### src/rtl/jsd_pkg.sv
// Types and constants shared by the joystick scale and direction block.
package jsd_pkg;

  localparam int unsigned RAW_W      = 8;
  localparam int unsigned PCT_W      = 8;
  localparam int unsigned QUOT_W     = 7;
  localparam int unsigned NUM_W      = 15;
  localparam logic [RAW_W-1:0] FULL_SCALE   = 8'd255;
  localparam logic [RAW_W-1:0] CENTER_RESET = 8'd128;
  localparam logic [QUOT_W-1:0] PERCENT     = 7'd100;
  localparam logic [QUOT_W-1:0] NEUTRAL_BAND = 7'd2;

  typedef enum logic [2:0] {
    HEAD_NEUTRAL = 3'd0,
    HEAD_UP      = 3'd1,
    HEAD_DOWN    = 3'd2,
    HEAD_LEFT    = 3'd3,
    HEAD_RIGHT   = 3'd4
  } heading_t;

  typedef struct packed {
    logic [RAW_W-1:0] raw_x;
    logic [RAW_W-1:0] raw_y;
  } in_t;

  typedef struct packed {
    logic signed [PCT_W-1:0] percent_x;
    logic signed [PCT_W-1:0] percent_y;
    heading_t                heading;
  } out_t;

endpackage

### src/rtl/joystick_scale_and_direction_core.sv
// Joystick scale and direction core: five-stage pipelined axis scaler.
//
// Input: raise start with in_req for one cycle; the transaction is taken at
// a rising edge where start is high and busy is low. busy is high during reset
// and until the first edge after rst_n is released, then stays low, so a new
// transaction can enter every cycle.
// Output: out_valid marks out_res for exactly one cycle; the receiver cannot
// stall, so nothing holds the pipeline.
// An accepted transaction passes through the five register stages (offset,
// multiply by 100, quotient bits 6..4, bits 3..0, sign and heading), and
// out_valid marks its result after the last. Throughput: one transaction
// per cycle.
// Config: cfg_ready is always high; cfg_data sets the shared center reading.
// It is sampled by the first stage, so write it only while the pipe is empty.
// Reset: rst_n low clears all valid bits and sets the center to 128.
module joystick_scale_and_direction_core
  import jsd_pkg::*;
(
  input  logic             clk,
  input  logic             rst_n,
  input  logic             start,
  output logic             busy,
  input  in_t              in_req,
  output logic             out_valid,
  output out_t             out_res,
  input  logic             cfg_valid,
  output logic             cfg_ready,
  input  logic [RAW_W-1:0] cfg_data
);

  logic             busy_r;
  logic [RAW_W-1:0] center_r;

  logic             v1_r, v2_r, v3_r, v4_r, out_valid_r;
  logic [RAW_W-1:0] diff1_r [2];
  logic [RAW_W-1:0] div1_r  [2];
  logic             neg1_r  [2];
  logic [NUM_W-1:0] num2_r  [2];
  logic [RAW_W-1:0] div2_r  [2];
  logic             neg2_r  [2];
  logic [NUM_W-1:0] rem3_r  [2];
  logic [2:0]       q3_r    [2];
  logic [RAW_W-1:0] div3_r  [2];
  logic             neg3_r  [2];
  logic [QUOT_W-1:0] q4_r   [2];
  logic             neg4_r  [2];
  out_t             out_res_r;

  logic [RAW_W-1:0] raw_s   [2];
  logic [RAW_W-1:0] diff1_nxt [2];
  logic [RAW_W-1:0] div1_nxt  [2];
  logic             neg1_nxt  [2];
  logic [NUM_W-1:0] rem3_nxt  [2];
  logic [2:0]       q3_nxt    [2];
  logic [QUOT_W-1:0] q4_nxt   [2];
  out_t             out_res_nxt;
  logic             accept;

  assign accept    = start && !busy_r;
  assign busy      = busy_r;
  assign cfg_ready = 1'b1;
  assign out_valid = out_valid_r;
  assign out_res   = out_res_r;

  assign raw_s[0] = in_req.raw_x;
  assign raw_s[1] = in_req.raw_y;

  // stage 1: offset from center and divisor
  always_comb begin
    for (int a = 0; a < 2; a++) begin
      if (raw_s[a] < center_r) begin
        diff1_nxt[a] = center_r - raw_s[a];
        div1_nxt[a]  = center_r;
        neg1_nxt[a]  = 1'b1;
      end else if (raw_s[a] > center_r) begin
        diff1_nxt[a] = raw_s[a] - center_r;
        div1_nxt[a]  = FULL_SCALE - center_r;
        neg1_nxt[a]  = 1'b0;
      end else begin
        diff1_nxt[a] = '0;
        div1_nxt[a]  = RAW_W'(1);
        neg1_nxt[a]  = 1'b0;
      end
    end
  end

  // stage 3: restoring divide, quotient bits 6..4
  always_comb begin
    logic [NUM_W-1:0] rem;
    logic [NUM_W-1:0] trial;
    for (int a = 0; a < 2; a++) begin
      rem = num2_r[a];
      for (int k = 2; k >= 0; k--) begin
        trial = NUM_W'(div2_r[a]) << (k + 4);
        q3_nxt[a][k] = (rem >= trial);
        if (rem >= trial) begin
          rem = rem - trial;
        end
      end
      rem3_nxt[a] = rem;
    end
  end

  // stage 4: quotient bits 3..0
  always_comb begin
    logic [NUM_W-1:0] rem;
    logic [NUM_W-1:0] trial;
    for (int a = 0; a < 2; a++) begin
      rem = rem3_r[a];
      q4_nxt[a][QUOT_W-1:4] = q3_r[a];
      for (int k = 3; k >= 0; k--) begin
        trial = NUM_W'(div3_r[a]) << k;
        q4_nxt[a][k] = (rem >= trial);
        if (rem >= trial) begin
          rem = rem - trial;
        end
      end
    end
  end

  // stage 5: sign and heading
  always_comb begin
    logic xn, xp, yn, yp, vert;
    xn = neg4_r[0] && (q4_r[0] != '0);
    xp = !neg4_r[0] && (q4_r[0] != '0);
    yn = neg4_r[1] && (q4_r[1] != '0);
    yp = !neg4_r[1] && (q4_r[1] != '0);
    vert = q4_r[1] > q4_r[0];
    out_res_nxt.percent_x = neg4_r[0] ? -PCT_W'(q4_r[0]) : PCT_W'(q4_r[0]);
    out_res_nxt.percent_y = neg4_r[1] ? -PCT_W'(q4_r[1]) : PCT_W'(q4_r[1]);
    priority if (q4_r[0] < NEUTRAL_BAND && q4_r[1] < NEUTRAL_BAND) begin
      out_res_nxt.heading = HEAD_NEUTRAL;
    end else if (!xn && yp) begin
      out_res_nxt.heading = vert ? HEAD_UP : HEAD_RIGHT;
    end else if (xn && !yn) begin
      out_res_nxt.heading = vert ? HEAD_UP : HEAD_LEFT;
    end else if (!xp && yn) begin
      out_res_nxt.heading = vert ? HEAD_DOWN : HEAD_LEFT;
    end else begin
      out_res_nxt.heading = vert ? HEAD_DOWN : HEAD_RIGHT;
    end
  end

  always_ff @(posedge clk) begin
    if (!rst_n) begin
      busy_r      <= 1'b1;
      center_r    <= CENTER_RESET;
      v1_r        <= 1'b0;
      v2_r        <= 1'b0;
      v3_r        <= 1'b0;
      v4_r        <= 1'b0;
      out_valid_r <= 1'b0;
    end else begin
      busy_r      <= 1'b0;
      if (cfg_valid && cfg_ready) begin
        center_r <= cfg_data;
      end
      v1_r        <= accept;
      v2_r        <= v1_r;
      v3_r        <= v2_r;
      v4_r        <= v3_r;
      out_valid_r <= v4_r;
    end
  end

  always_ff @(posedge clk) begin
    for (int a = 0; a < 2; a++) begin
      diff1_r[a] <= diff1_nxt[a];
      div1_r[a]  <= div1_nxt[a];
      neg1_r[a]  <= neg1_nxt[a];
      num2_r[a]  <= NUM_W'(diff1_r[a]) * NUM_W'(PERCENT);
      div2_r[a]  <= div1_r[a];
      neg2_r[a]  <= neg1_r[a];
      rem3_r[a]  <= rem3_nxt[a];
      q3_r[a]    <= q3_nxt[a];
      div3_r[a]  <= div2_r[a];
      neg3_r[a]  <= neg2_r[a];
      q4_r[a]    <= q4_nxt[a];
      neg4_r[a]  <= neg3_r[a];
    end
    out_res_r <= out_res_nxt;
  end

endmodule

### config.mk
export PLATFORM = sky130hd
export DESIGN_NAME = joystick_scale_and_direction_core
export DESIGN_NICKNAME = d
export VERILOG_FILES = /design/src/rtl/jsd_pkg.sv /design/src/rtl/joystick_scale_and_direction_core.sv
export SDC_FILE = /design/constraint.sdc
export NUM_CORES = 1
export LEC_CHECK = 0
export BUFFER_PORTS_ARGS = -buffer_cell sky130_fd_sc_hd__buf_2
export CAP_MARGIN = 10
export CORE_UTILIZATION = 59
export CTS_CLUSTER_DIAMETER = 120
export CTS_CLUSTER_SIZE = 8
export DETAILED_ROUTE_END_ITERATION = 16
export HOLD_SLACK_MARGIN = 0.06
export PLACE_DENSITY = 0.76
export SYNTH_ARGS = -nofsm -noshare
export SYNTH_HDL_FRONTEND = slang
export SYNTH_SLANG_ARGS = --single-unit
export TNS_END_PERCENT = 100
### constraint.sdc
create_clock -name clk -period 9.6 [get_ports clk]
set_input_delay 1.92 -clock clk [delete_from_list [all_inputs] [get_ports clk]]
set_output_delay 1.92 -clock clk [all_outputs]
set_load 0.03 [all_outputs]
==> results.toml <==
[setup_path]
timing.critical_path.mode_cell = "a21oi_1"
worst_path_max_delay_cell = "nor4_4"
cp_max_fo = 17
timing.critical_path.max_delay_family = "compound AO/OA/AOI/OAI gates"
type_of_element_capturing_the_critical_path = "flip-flop"
worst_setup_path_start_kind = "flip-flop"
worstPathArrival_ns = 9.14
crit_required_ns = 9.91
worst-path-buf-inv = 4
crit_path_category = "reg -> reg"
slowest_delay_ns = 0.50

[global_route]
grt_util_all_layers_pct = 25.10
grt_pass1_vias = 10668
global_route.overflow_total = 0
grt_max_degree = 20
grt_first_pass_wirelength_um = 49070
initial_antenna_violation_count = 2

[cells_and_area]
regArea_um2 = 3543
antenna_cells_inserted = 0
layout-drive-gt1-share_pct = 8.283
layout-area-overhead-vs-synth_pct = 8.033
finalNetCount = 1886
multi_input_comb_area_um2 = 9268
nFillCells = 1876

[run]
max-cap-violations = 0

[logic_synthesis]
netlist_instances = 1591
ys_ff_latch = 177
synth_mux_area_share_pct = 4.622
synthFlopType = "dfxtp_1"
syn_area_per_cell_um2 = 8.508
synth.yosys.seq_area_share_pct = 26.18
postSynthNetCount = 1848
synth_warnings = 0
synth_most_common_cell = "ha_1"
mappedNetlistArea_um2 = 13540
synthSimpleGateAreaFrac_pct = 14.57
yosysTopAreaCell = "dfxtp_1"
number_of_library_cell_types_mapped_by_synthesis = 76
yosys.area_share.adder_pct = 22.39
synthArstFlopShare_pct = 0
portion_of_synthesized_cell_area_occupied_by_the_leading_cell_type_pct = 26.18
synth_xor_xnor_area_share_pct = 5.888
synth-compound-area-share_pct = 20.89
synth_top_cells_by_count = "ha_1, dfxtp_1, inv_1"
synthTopCellsByArea = "dfxtp_1, ha_1, a21oi_1, inv_1, xnor2_1"
combinational_family_with_the_most_area_after_synthesis = "adder cells"
post_synth_edffs = 0

[drt]
detail_route.first_pass.iterations = 5
dr_total_vias = 11108
drc = 0
avgViaCountPerCell = 5.764
drt-total-wl_um = 29190
wire_length_per_cell_after_detailed_routing_um = 15.15
antenna_left = 0
drt_first_iter_violations = 689

[sta]
fmax_ghz = 0.1133
hold_viol_final = 0
report.final.slew_viol_count = 0
setup_tns_ns = 0
layout_worst_path_cycle_share_pct = 91.94
grt_setup_unrepaired = "no"
finalSetupViolCount = 0
post_layout_minimum_cycle_time_ns = 8.826
headroom_to_the_max_slew_limit_pct = 48.95
tightestPinTransition_ns = 0.7559
clock_skew_ns = 0.008330

[cts]
clkSlewWorstSetupHoldPaths_ns = 0.07
cts-root-to-sink-buffers = 2
clkSinkCount = 177
number_of_hold_buffers_added_after_cts = 0
cts.root.buffer_cell = "clkbuf_16"
cts_tree = "built"
h-tree-depth = 4
cts_made_buffers = 17
clkLatencyLatePin_ns = 0.44

[place]
gpl_wtd_cong = 0.9205
place.detailed.hpwl_um = 23150
place.port_buffers = 48

[floorplan]
initial_utilization_pct = 59.97
core-area_um2 = 22570
die_height_um = 153.5
die-width_um = 153.5
site_row_count = 55
io_pins = 50
floorplan.die_area_um2 = 23550

[outcome]
status = "finished, final reports clean"

[worst_hold_path]
min_path_type = "reg -> reg"
## final timing paths
| check | cells past startpoint | end | start | slack [ns] |
|---|---|---|---|---|
| max | 35 | q4_r[0][0] | rem3_r[0][3] | 0.77 |
| min | 0 | div2_r[0][5] | div1_r[0][5] | 0.33 |
| max reg2reg | 35 | q4_r[0][0] | rem3_r[0][3] | 0.77 |
| min reg2reg | 0 | div2_r[0][5] | div1_r[0][5] | 0.33 |
## cell families after synthesis
logic type | after synthesis
DFF | 177
xor gates and xnor gates | 91
muxes | 58
and+or+nand+nor | 397
adders and majority gates | 229
other | 1
buffers and inverters | 190
AOI/OAI and AO/OA | 448
## state kept, by name, indices dropped and copies added (netlist names), 8 cells and up
name / count
diff1_r: 16
rem3_r: 26
out_res: 19
div3_r: 16
q4_r: 14
center_r: 8
num2_r: 26
div2_r: 16
div1_r: 16
## metrics by stage
step	hold slack (ns)	area, µm²	std cells	setup WS (ns)	utilization [%]
6_report	0.3254	14620	1927	0.7736	64.78
3_5_place_dp	0.3121	14010	1895	0.4917	62.06
5_1_grt	0.3333	14620	1927	0.1056	64.78
2_1_floorplan	0.3096	13540	1591	1.363	-
3_3_place_gp	0.3096	14010	1895	0.7352	62.06
4_1_cts	0.3285	14610	1927	0.3359	64.73
## area by class of cell
| cell class | count | area share [%] |
|---|---|---|
| clock buffer | 18 | 3.003 |
| multi-input combinational | 1224 | 63.38 |
| clock inverter | 14 | 1.121 |
| timing repair buffer | 50 | 1.746 |
| tap | 285 | 2.439 |
| sequential | 177 | 24.23 |
| inverter | 159 | 4.081 |
## placed cells by master, fill, tap and decap left out, types with 26 or more instances in the layout
cell,netlist,routed
a21o_1,64,64
nand4_1,26,26
o21ai_0,89,87
nand2_1,103,102
mux2_2,28,28
inv_1,157,157
a21oi_1,153,153
xor2_1,31,31
nor2b_1,26,26
nor2_1,111,111
buf_2,9,48
ha_1,207,207
xnor2_1,60,60
dfxtp_1,177,177
## routing by layer
layer	routed length, µm	GRT usage, %	vias up
li1	-	-	5714
met2	13710	43.40	217
met4	504	7.476	4
met1	13840	32.51	5125
met3	1122	3.317	48
met5	23	0	-
## timing repair
| item | 4_1_cts | 5_1_grt |
|---|---|---|
| hold endpoints to repair | 0 | 0 |
| setup endpoints to repair | 0 | 1 |
| buffers inserted | 0 | 0 |
| resized for setup | 0 | 6 |
Power is left out: the tool's default activity adds up to more than one toggle a clock period on the data nets, which glitch-free logic cannot reach.
